===== config.mk =====
export PLATFORM = sky130hd
export DESIGN_NAME = mfat_front
export DESIGN_NICKNAME = d
export VERILOG_FILES = /design/src/rtl/multi_slot_animation_frame_timer_assert.svh /design/src/rtl/mfat_pkg.sv /design/src/rtl/mfat_front.sv
export SDC_FILE = /design/constraint.sdc
export NUM_CORES = 1
export LEC_CHECK = 0
export ABC_AREA = 1
export BUFFER_PORTS_ARGS = -buffer_cell sky130_fd_sc_hd__buf_2
export CELL_PAD_IN_SITES_DETAIL_PLACEMENT = 0
export CELL_PAD_IN_SITES_GLOBAL_PLACEMENT = 1
export CORE_MARGIN = 3
export CORE_UTILIZATION = 11
export DETAILED_ROUTE_END_ITERATION = 12
export GPL_TIMING_DRIVEN = 0
export PLACE_DENSITY_LB_ADDON = 0.12
export REMOVE_ABC_BUFFERS = 1
export SYNTH_ARGS = -nofsm -noshare
export SYNTH_HDL_FRONTEND = slang
export SYNTH_SLANG_ARGS = --single-unit

===== constraint.sdc =====
create_clock -name vclk -period 0.9
set_input_delay 0.225 -clock vclk [all_inputs]
set_output_delay 0.225 -clock vclk [all_outputs]
set_load 0.01 [all_outputs]

===== src/rtl/multi_slot_animation_frame_timer_assert.svh =====
// Assertion macros shared by the animation frame timer RTL.
// Define NO_ASSERTIONS to compile them away; no other dependencies.
`ifndef MULTI_SLOT_ANIMATION_FRAME_TIMER_ASSERT_SVH
`define MULTI_SLOT_ANIMATION_FRAME_TIMER_ASSERT_SVH
`ifndef NO_ASSERTIONS
// cond holds on every clock edge outside reset
`define MFAT_ASSERT_HOLD(label, clk, rst, cond, msg) \
   label: assert property (@(posedge clk) disable iff (rst) (cond)) else $error(msg);
// cons holds in the cycle after ante
`define MFAT_ASSERT_NEXT(label, clk, rst, ante, cons, msg) \
   label: assert property (@(posedge clk) disable iff (rst) (ante) |=> (cons)) else $error(msg);
`else
`define MFAT_ASSERT_HOLD(label, clk, rst, cond, msg)
`define MFAT_ASSERT_NEXT(label, clk, rst, ante, cons, msg)
`endif
`endif


===== src/rtl/mfat_pkg.sv =====
`timescale 1ns / 1ps
// Package of the animation frame timer: codes, command and status types.
// Used by every module of the block but mfat_ram; depends on nothing.
package mfat_pkg;

   localparam int unsigned SLOTS_DEFAULT      = 16;
   localparam int unsigned MAX_FRAMES_DEFAULT = 64;
   localparam int unsigned CMD_QUEUE_DEPTH    = 2;
   localparam int unsigned US_PER_MS          = 1000;
   localparam int unsigned NEED_W             = 26;   // 65535 * 1000 fits

   // action codes on req_tuser
   localparam logic [1:0] ACT_TICK        = 2'd0;
   localparam logic [1:0] ACT_WRITE_DELAY = 2'd1;
   localparam logic [1:0] ACT_START       = 2'd2;
   localparam logic [1:0] ACT_CLEAR       = 2'd3;

   // register indexes on csr_index
   localparam logic [2:0] CSR_LOOP_ENABLED = 3'd0;
   localparam logic [2:0] CSR_BG_X         = 3'd1;
   localparam logic [2:0] CSR_BG_Y         = 3'd2;
   localparam logic [2:0] CSR_ANIM_W       = 3'd3;
   localparam logic [2:0] CSR_ANIM_H       = 3'd4;
   localparam logic [2:0] CSR_LAYER_W      = 3'd5;
   localparam logic [2:0] CSR_LAYER_H      = 3'd6;

   typedef enum logic [1:0] {
      CMD_TICK,
      CMD_WRITE_DELAY,
      CMD_SET_SLOT
   } cmd_kind_type;

   typedef struct packed {
      cmd_kind_type kind;
      logic [3:0]   slot;
      logic [5:0]   frame;
      logic [15:0]  delay_ms;
      logic [6:0]   frame_count;
      logic [23:0]  elapsed_us;
   } cmd_type;

   typedef struct packed {
      logic [11:0] bg_x;
      logic [11:0] bg_y;
      logic [11:0] anim_w;
      logic [11:0] anim_h;
      logic [11:0] layer_w;
      logic [11:0] layer_h;
   } bounds_type;

   typedef enum logic [1:0] {
      ENG_IDLE,
      ENG_WALK,
      ENG_DRAIN
   } eng_state_type;

   typedef struct packed {
      logic idle;
      logic tick_active;
   } eng_status_type;

endpackage


===== src/rtl/mfat_front.sv =====
`timescale 1ns / 1ps
// Front end: unpack and classify input items into engine commands.
// Uses mfat_pkg for action codes and the command type.
module mfat_front #(
   parameter int unsigned SLOTS      = mfat_pkg::SLOTS_DEFAULT,
   parameter int unsigned MAX_FRAMES = mfat_pkg::MAX_FRAMES_DEFAULT
) (
   input  logic              req_tvalid,
   output logic              req_tready,
   input  logic [63:0]       req_tdata,
   input  logic [1:0]        req_tuser,
   input  logic              loop_enabled,
   input  logic              q_ready,
   output logic              q_push,
   output mfat_pkg::cmd_type q_cmd
);
   logic slot_ok;
   logic frame_ok;
   logic keep;

   assign slot_ok  = 32'(req_tdata[3:0]) < SLOTS;
   assign frame_ok = 32'(req_tdata[9:4]) < MAX_FRAMES;

   always_comb begin
      keep              = 1'b0;
      q_cmd.kind        = mfat_pkg::CMD_TICK;
      q_cmd.slot        = req_tdata[3:0];
      q_cmd.frame       = req_tdata[9:4];
      q_cmd.delay_ms    = req_tdata[25:10];
      q_cmd.frame_count = req_tdata[32:26];
      q_cmd.elapsed_us  = req_tdata[56:33];
      unique case (req_tuser)
         mfat_pkg::ACT_TICK: begin
            // drop ticks while looping is off
            keep = loop_enabled;
         end
         mfat_pkg::ACT_WRITE_DELAY: begin
            keep       = slot_ok && frame_ok;
            q_cmd.kind = mfat_pkg::CMD_WRITE_DELAY;
         end
         mfat_pkg::ACT_START: begin
            keep       = slot_ok;
            q_cmd.kind = mfat_pkg::CMD_SET_SLOT;
         end
         mfat_pkg::ACT_CLEAR: begin
            keep              = slot_ok;
            q_cmd.kind        = mfat_pkg::CMD_SET_SLOT;
            q_cmd.frame_count = '0;
         end
         default: keep = 1'b0;
      endcase
   end

   assign req_tready = q_ready;
   assign q_push     = req_tvalid && q_ready && keep;
endmodule


==> results_dict.tcl <==
set metrics [dict create \
    final_nets 116 \
    p_per_area_nw_per_um2 396 \
    hp-class "in -> out" \
    max_freq_mhz 1130 \
    drt_iter0_drc 0 \
    cap_violations 0 \
    swShare_pct 49.5 \
    p_int_uw 59.0 \
    drc 0 \
    totalWireLength_um 3320 \
    track_usage_pct 11.9 \
    holdBufCountCts 0 \
    finalCritPeriodShare_pct 98.1 \
    path_class "in -> out" \
    muxShareOfSynthArea_pct 0 \
    pwr-share-seq_pct 0 \
    rows 23 \
    die_x_um 71.4 \
    postRouteAntennaNets 0 \
    routabilityCongestion 0.657 \
    nClkBuffers 0 \
    placed_area_um2 262 \
    rsz0062_at_grt "yes" \
    yosysWarnings 0 \
    ios 130 \
    yosys.area_share.adder_pct 0 \
    synth-seq-area-share_pct 0 \
    wl_per_cell_um 34.9 \
    drt_pre_antenna_iters 1 \
    grt_max_degree 8 \
    yosysTopAreaCellShare_pct 81.4 \
    num_vias 291 \
    coreArea_um2 4060 \
    hold_depth 0 \
    slew_headroom_pct 93.2 \
    synth-compound-area-share_pct 1.06 \
    synth-simple-area-share_pct 8.78 \
    areaGrowthSynthToFinish_pct -37.2 \
    die_area_um2 5100 \
    required_ns 0.67 \
    grt_overflow 0 \
    synthCells 74 \
    p_leak_nw 0.182 \
    register_area_um2 0 \
    hpwl_um 3130 \
    multi_input_area_um2 58.8 \
    synth_top_family_by_area "buffers and inverters" \
    synth_top_cells_by_count "51 x buf_4, 9 x inv_1, 9 x nor2_1" \
    status "completed" \
    synth_xor_area_share_pct 0 \
    synthTopCellsByArea "buf_4 81%, inv_1 7.2%, nor2_1 7.2%" \
    slew_violations 0 \
    fillers 483 \
    netlist_area_um2 470 \
    end_kind "primary output" \
    fin_crit_ns 0.883 \
    start_kind "input pin" \
    vias_per_cell 3.06 \
    clkPwrFrac_pct 0 \
    yosysTopAreaCell "buf_4" \
    grt_pass1_wl_um 3660 \
    die_h_um 71.4 \
    irDropWorstVdd_mv 0.105 \
    diodes 0 \
    p_sw_uw 57.8 \
    share_comb_of_total_power_pct 100.0 \
    hold_viol 0 \
    io_buffers 23 \
    start_util_pct 11.6 \
    arrival_ns 0.66 \
    syn_area_per_cell_um2 6.36 \
    antenna_found_initial 0 \
    first_global_vias 256 \
    synth.most_common_cell "buf_4" \
    worstMarginPinSlew_ns 0.103 \
    fin_area_um2 295 \
    nFlopsAndLatches 0 \
    post-cts-setup-buffers 0 \
    ys_types 7 \
    drive_gt1_share_pct 60.0 \
    finalSetupViolCount 0 \
    worst-path-max-fanout 7 \
    utilization_pct 7.28 \
]
path summary, 6_finish.rpt:
path | from | endpoint | slack (ns)
setup / recovery | req_tuser[1] | q_cmd[27] | 0.02
hold / removal | req_tdata[20] | q_cmd[41] | 0.45
worst max-delay path: stages:
cell     delay, ns
buf_8         0.10
nand2_4       0.07
inv_6         0.05
nor2_1        0.07
buf_2         0.13
logic make-up (layout without fill, tap and decap cells):
logic type	Yosys count	count (layout)
AND/OR/NAND/NOR	11	11
buffers and inverters	62	33
AO/OA/AOI/OAI	1	1
layout make-up:
| type | instances | area share [%] |
|---|---|---|
| multi-input combinational | 12 | 19.9 |
| tap | 50 | 21.2 |
| timing repair buffer | 23 | 44.5 |
| inverter | 10 | 14.4 |
power groups by stage:
stage	sequential, mW	combinational, mW	clock, mW
2_1_floorplan	0	0.0398	0
3_3_place_gp	0	0.105	0
3_5_place_dp	0	0.102	0
4_1_cts	0	0.117	0
5_1_grt	0	0.128	0
6_report	0	0.117	0
layer usage:
metal / vias up / wire length [um] / global-route usage, %
li1: 103 / - / -
met1: 101 / 687 / 8.00
met2: 83 / 1050 / 12.3
met3: 2 / 1560 / 26.9
met4: 2 / 1 / 0
met5: - / 20 / 2.02
per-stage QoR:
| step | instances | setup WS [ns] | setup TNS [ns] | hold slack, ns | power [mW] |
|---|---|---|---|---|---|
| finish | 95 | 0.0173 | 0 | 0.450 | 0.117 |
| global route | 95 | -0.00741 | -0.0164 | 0.450 | 0.128 |
| CTS | 95 | -0.00662 | -0.00662 | 0.450 | 0.117 |
| detailed placement | 95 | -0.0764 | -0.498 | 0.450 | 0.102 |
| global placement | 95 | -0.0789 | -0.543 | 0.450 | 0.105 |
| floorplan | 22 | 0.172 | 0 | 0.450 | 0.0398 |
layout by cell type (no fill, tap or decap):
cell type / n
buf_6: 1
buf_8: 1
inv_1: 9
nor2_1: 7
a21oi_1: 1
inv_6: 1
buf_2: 21
nor2_2: 2
nand2_1: 1
nand2_4: 1
what timing repair did:
item	in CTS	in global routing
gates cloned	0	0
endpoints found under the hold margin	0	0
gates resized for setup	9	2
setup endpoints to repair	7	4
pin swaps	2	1
Note: power is estimated with default switching activity, not from simulation.
