<file path="config.mk">
export PLATFORM = sky130hd
export DESIGN_NAME = mfat_fifo
export DESIGN_NICKNAME = d
export VERILOG_FILES = /design/src/rtl/multi_slot_animation_frame_timer_assert.svh /design/src/rtl/mfat_pkg.sv /design/src/rtl/mfat_fifo.sv
export SDC_FILE = /design/constraint.sdc
export NUM_CORES = 1
export LEC_CHECK = 0
export BUFFER_PORTS_ARGS = -buffer_cell sky130_fd_sc_hd__buf_2
export CAP_MARGIN = 20
export CORE_UTILIZATION = 43
export DETAILED_ROUTE_END_ITERATION = 6
export HOLD_SLACK_MARGIN = 0.02
export PLACE_DENSITY = 0.68
export SKIP_CTS_REPAIR_TIMING = 1
export SYNTH_ARGS = -nofsm -noshare
export SYNTH_HDL_FRONTEND = slang
export SYNTH_SLANG_ARGS = --single-unit
</file>
<file path="constraint.sdc">
create_clock -name clock -period 3.25 [get_ports clock]
set_input_delay 0.65 -clock clock [delete_from_list [all_inputs] [get_ports clock]]
set_output_delay 0.65 -clock clock [all_outputs]
set_load 0.01 [all_outputs]
</file>
<file path="src/rtl/multi_slot_animation_frame_timer_assert.svh">
// Assertion macros shared by the animation frame timer RTL.
// Define NO_ASSERTIONS to compile them away; no other dependencies.
`ifndef MULTI_SLOT_ANIMATION_FRAME_TIMER_ASSERT_SVH
`define MULTI_SLOT_ANIMATION_FRAME_TIMER_ASSERT_SVH
`ifndef NO_ASSERTIONS
// cond holds on every clock edge outside reset
`define MFAT_ASSERT_HOLD(label, clk, rst, cond, msg) \
   label: assert property (@(posedge clk) disable iff (rst) (cond)) else $error(msg);
// cons holds in the cycle after ante
`define MFAT_ASSERT_NEXT(label, clk, rst, ante, cons, msg) \
   label: assert property (@(posedge clk) disable iff (rst) (ante) |=> (cons)) else $error(msg);
`else
`define MFAT_ASSERT_HOLD(label, clk, rst, cond, msg)
`define MFAT_ASSERT_NEXT(label, clk, rst, ante, cons, msg)
`endif
`endif

</file>
<file path="src/rtl/mfat_pkg.sv">
`timescale 1ns / 1ps
// Package of the animation frame timer: codes, command and status types.
// Used by every module of the block but mfat_ram; depends on nothing.
package mfat_pkg;

   localparam int unsigned SLOTS_DEFAULT      = 16;
   localparam int unsigned MAX_FRAMES_DEFAULT = 64;
   localparam int unsigned CMD_QUEUE_DEPTH    = 2;
   localparam int unsigned US_PER_MS          = 1000;
   localparam int unsigned NEED_W             = 26;   // 65535 * 1000 fits

   // action codes on req_tuser
   localparam logic [1:0] ACT_TICK        = 2'd0;
   localparam logic [1:0] ACT_WRITE_DELAY = 2'd1;
   localparam logic [1:0] ACT_START       = 2'd2;
   localparam logic [1:0] ACT_CLEAR       = 2'd3;

   // register indexes on csr_index
   localparam logic [2:0] CSR_LOOP_ENABLED = 3'd0;
   localparam logic [2:0] CSR_BG_X         = 3'd1;
   localparam logic [2:0] CSR_BG_Y         = 3'd2;
   localparam logic [2:0] CSR_ANIM_W       = 3'd3;
   localparam logic [2:0] CSR_ANIM_H       = 3'd4;
   localparam logic [2:0] CSR_LAYER_W      = 3'd5;
   localparam logic [2:0] CSR_LAYER_H      = 3'd6;

   typedef enum logic [1:0] {
      CMD_TICK,
      CMD_WRITE_DELAY,
      CMD_SET_SLOT
   } cmd_kind_type;

   typedef struct packed {
      cmd_kind_type kind;
      logic [3:0]   slot;
      logic [5:0]   frame;
      logic [15:0]  delay_ms;
      logic [6:0]   frame_count;
      logic [23:0]  elapsed_us;
   } cmd_type;

   typedef struct packed {
      logic [11:0] bg_x;
      logic [11:0] bg_y;
      logic [11:0] anim_w;
      logic [11:0] anim_h;
      logic [11:0] layer_w;
      logic [11:0] layer_h;
   } bounds_type;

   typedef enum logic [1:0] {
      ENG_IDLE,
      ENG_WALK,
      ENG_DRAIN
   } eng_state_type;

   typedef struct packed {
      logic idle;
      logic tick_active;
   } eng_status_type;

endpackage

</file>
<file path="src/rtl/mfat_fifo.sv">
`timescale 1ns / 1ps
// Short command queue between front end and engine.
// Uses mfat_pkg for the command type.
module mfat_fifo #(
   parameter int unsigned DEPTH = mfat_pkg::CMD_QUEUE_DEPTH
) (
   input  logic              clock,
   input  logic              reset,
   input  logic              push,
   input  mfat_pkg::cmd_type push_cmd,
   output logic              push_ready,
   input  logic              pop,
   output mfat_pkg::cmd_type pop_cmd,
   output logic              pop_valid
);
   localparam int unsigned PTR_W = (DEPTH > 1) ? $clog2(DEPTH) : 1;
   localparam int unsigned CNT_W = $clog2(DEPTH + 1);

   mfat_pkg::cmd_type mem_ff [DEPTH];
   logic [PTR_W-1:0]  wr_ptr_ff, wr_ptr_in;
   logic [PTR_W-1:0]  rd_ptr_ff, rd_ptr_in;
   logic [CNT_W-1:0]  count_ff, count_in;
   logic              do_push, do_pop;

   assign push_ready = count_ff != CNT_W'(DEPTH);
   assign pop_valid  = count_ff != '0;
   assign do_push    = push && push_ready;
   assign do_pop     = pop && pop_valid;
   assign pop_cmd    = mem_ff[rd_ptr_ff];

   always_comb begin
      wr_ptr_in = wr_ptr_ff;
      rd_ptr_in = rd_ptr_ff;
      count_in  = count_ff;
      if (do_push) begin
         wr_ptr_in = (wr_ptr_ff == PTR_W'(DEPTH - 1)) ? '0 : wr_ptr_ff + 1'b1;
      end
      if (do_pop) begin
         rd_ptr_in = (rd_ptr_ff == PTR_W'(DEPTH - 1)) ? '0 : rd_ptr_ff + 1'b1;
      end
      if (do_push && !do_pop) begin
         count_in = count_ff + 1'b1;
      end else if (do_pop && !do_push) begin
         count_in = count_ff - 1'b1;
      end
   end

   always_ff @(posedge clock) begin
      if (reset) begin
         wr_ptr_ff <= '0;
         rd_ptr_ff <= '0;
         count_ff  <= '0;
      end else begin
         wr_ptr_ff <= wr_ptr_in;
         rd_ptr_ff <= rd_ptr_in;
         count_ff  <= count_in;
      end
      if (do_push) begin
         mem_ff[wr_ptr_ff] <= push_cmd;
      end
   end
endmodule

</file>
==> summary.md <==
| Metric | Value |
|---|---|
| Run status | finished, final reports clean |
| Post-placement setup slack | 1.22 ns |
| Sequential Power Share | 42.7% |
| Cell count of the worst reg-to-reg path | 3 |
| Worst reg2reg path startpoint | count_ff[0] |
| Global-route congestion overflow total | 0 |
| Overall routing resource usage | 14.4% |
| Setup total negative slack | 0 ns |
| Number of warnings issued by yosys | 0 |
| Root Buffer Master | clkbuf_8 |
| Class of the worst hold path | in -> reg |
| Number of levels the H-tree was split into | 4 |
| Critical path fanouts, max | 33 |
| HPWL after detailed placement | 4740 um |
| Register clock-pin slew on the reported worst setup and hold paths | 0.05 ns |
| Number of iterations in the first detailed-routing pass | 4 |
| Avg Cell Area, Syn | 21.7 sq um |
| Wire length of the first global-routing pass | 11600 um |
| Power density normalized to cell area | 818 mW/mm^2 |
| Final worst-path cycle share | 75.6% |
| FF-to-FF setup slack | 1.36 ns |
| Post-Synthesis Cells | 208 |
| Dominant combinational cell family by area after synthesis | multiplexers |
| Switching power | 1.20 mW |
| Capture point of the critical path | pop_cmd[23] |
| Number of port buffers | 123 |
| Crit start category | flop |
| Wire length per cell after detailed routing | 15.2 um |
| Clock network fraction of design power | 35.0% |
| Final hold violation count | 0 |
| Final setup fails | 0 |
| Initial antenna violation count | 0 |
| Logic pwr share | 22.3% |
| Commonest cells after routing, fill and taps aside | 123 x buf_2, 118 x edfxtp_1, 49 x mux2_2 |
| Most common library cell in the layout ignoring fill and taps | buf_2 |
| Fraction of final layout cells sized beyond drive strength 1 | 60.0% |
| Share of cell area taken by muxes after synthesis | 15.5% |
| Seq/Total Area, Yosys | 80.7% |
| Least-Margin Pin Slew | 0.633 ns |
| Crit. End Element | output pin |
| Layout area overhead | 29.4% |
| Slew Viols, Final | 0 |
| Fraction of the mapped netlist area in simple logic gates | 1.11% |
| # Max-Cap Violations | 0 |
| Worst-case clock skew | 0.00532 ns |
| Number of nets in the synthesized netlist | 272 |
| Via count of the routed design | 2355 |
| Number of core rows | 37 |
| Largest buffer count on any clock path | 2 |
| Fraction of the mapped netlist area in compound gates | 0.665% |
| Die X-Extent | 104 um |
| Peak supply drop | 445 uV |
| Worst-skew pair later-pin latency | 0.50 ns |
| Synth cell types | 20 |
| Multi-input gate area | 822 sq um |
| Xor-xnor portion of the synthesized cell area | 0.582% |
| Die area | 0.0109 sq mm |
| Pwr Total | 4.78 mW |
| CTS Buf Count | 17 |
| Number of cells after detailed placement | 464 |
| Final Critical Period | 2.46 ns |
| Area occupied by registers | 0.00364 sq mm |
| Final cell count without fillers | 496 |
| Post-synthesis share of cell area spent on full adders, half adders and majority gates | 0.277% |
| Antenna violation net count after detailed routing | 0 |
| Relative slew slack | 57.8% |
| Number of sinks on the clock net | 123 |
| Detailed router's first-iteration violation count | 107 |
| Critical path type | reg -> out |
| Number of design rule violations left after detail routing | 0 |
| Antenna diode count | 0 |
| RSZ-0062 raised after global routing | false |
| Layout filler cell count | 797 |
| Vias per Instance | 4.75 |
| Maximum number of pins on one net before global-route repair | 47 |
| Leak | 2.23 nW |
| Worst path setup slack after routing | 0.792 ns |
| Via count of the first global-routing pass | 2405 |
| Internal power | 3.57 mW |
| Capturing point of the worst reg2reg path | mem_ff[1][39] |
| Count of state elements after synthesis | 123 |
| Placeable core region | 0.0102 sq mm |
| Switching power share of the total | 25.2% |
| Die boundary height | 104 um |
| Final core area utilization | 57.1% |
| Data arrival time of the worst path | 1.81 ns |
| Net count, final | 411 |
| Data required, critical path | 2.60 ns |
| Maximum clock rate | 0.407 GHz |
| Final wirelength | 7540 um |
| Total I/O pin count | 124 |
| Final weighted congestion in routability-driven placement | 0.674 |
| Area of the mapped netlist | 0.00452 sq mm |
| Clock tree from TritonCTS | yes |
| Starting Density | 44.1% |
-- how the worst min path moves through the flow --
stage            startpoint             to  cells after the start
6_report        push_cmd[5]   mem_ff[1][5]                      1
5_1_grt        push_cmd[46]  mem_ff[0][46]                      1
4_1_cts        push_cmd[54]  mem_ff[0][54]                      1
3_5_place_dp      rd_ptr_ff           flop                      2
3_3_place_gp      rd_ptr_ff      rd_ptr_ff                      2
2_1_floorplan     rd_ptr_ff           flop                      2
-- per-layer routing --
metal / wire (um) / GRT usage (%) / part of all wire (%) / vias to the layer above
li1: - / - / - / 1101
met1: 3160 / 17.2 / 42 / 1146
met4: 43 / 5.31 / 0.57 / 0
met2: 3750 / 23.1 / 50 / 101
met5: 0 / 0 / 0 / -
met3: 582 / 6.39 / 7.7 / 7
-- sequential cells by signal, summed over array words and instances (netlist names), named ones only --
register,count
count_ff,2
mem_ff,118
rd_ptr_ff,1
wr_ptr_ff,1
-- cell usage after synthesis --
master / number / area, sq um
o21ai_1: 1 / 5.00
or3_1: 1 / 6.26
a21oi_1: 2 / 10.0
ha_1: 1 / 12.5
o21ai_0: 1 / 5.00
nor2_1: 3 / 11.3
nand2b_1: 1 / 6.26
edfxtp_1: 118 / 3540
buf_6: 2 / 22.5
a21bo_2: 1 / 10.0
nand3b_1: 1 / 7.51
dfxtp_1: 5 / 100
or2_2: 1 / 6.26
buf_2: 5 / 25.0
mux2_4: 10 / 150
and3_1: 1 / 6.26
mux2_2: 49 / 552
and2_1: 1 / 6.26
inv_1: 1 / 3.75
xor2_1: 3 / 26.3
-- area by class of cell --
type / count / area share (%)
Sequential cell: 123 / 62.4
Multi-Input combinational cell: 77 / 14.1
Timing Repair Buffer: 127 / 11.5
Clock buffer: 22 / 7.41
Tap cell: 136 / 2.91
Clock inverter: 10 / 1.71
Inverter: 1 / 0.0642
-- through the flow --
step | instance area (sq um) | hold WS [ns]
2_1_floorplan | 4520 | 0.472
3_3_place_gp | 5310 | 0.486
3_5_place_dp | 5310 | 0.494
4_1_cts | 5840 | 0.313
5_1_grt | 5840 | 0.308
6_report | 5840 | 0.337
-- critical path, stage by stage, from the launching register on --
cell	delay (ns)
dfxtp_2	0.32
buf_4	0.43
mux2_2	0.41
buf_2	0.14
-- power by group through the flow --
| stage | combinational, mW | sequential, mW | clock (mW) |
|---|---|---|---|
| after CTS | 1.09 | 2.04 | 1.71 |
| final | 1.07 | 2.04 | 1.67 |
| after floorplan | 0.708 | 2.06 | 0 |
| after detailed placement | 1.08 | 2.07 | 0 |
| after global placement | 1.07 | 2.06 | 0 |
| after global routing | 1.15 | 2.06 | 1.78 |
-- logic make-up after synthesis --
kind of cell | after synthesis
compound gates | 5
mux | 59
fa+ha+maj | 1
xor+xnor | 3
flops | 123
simple gates | 9
buf+inv | 8
Note: power is estimated with default switching activity, not from simulation.
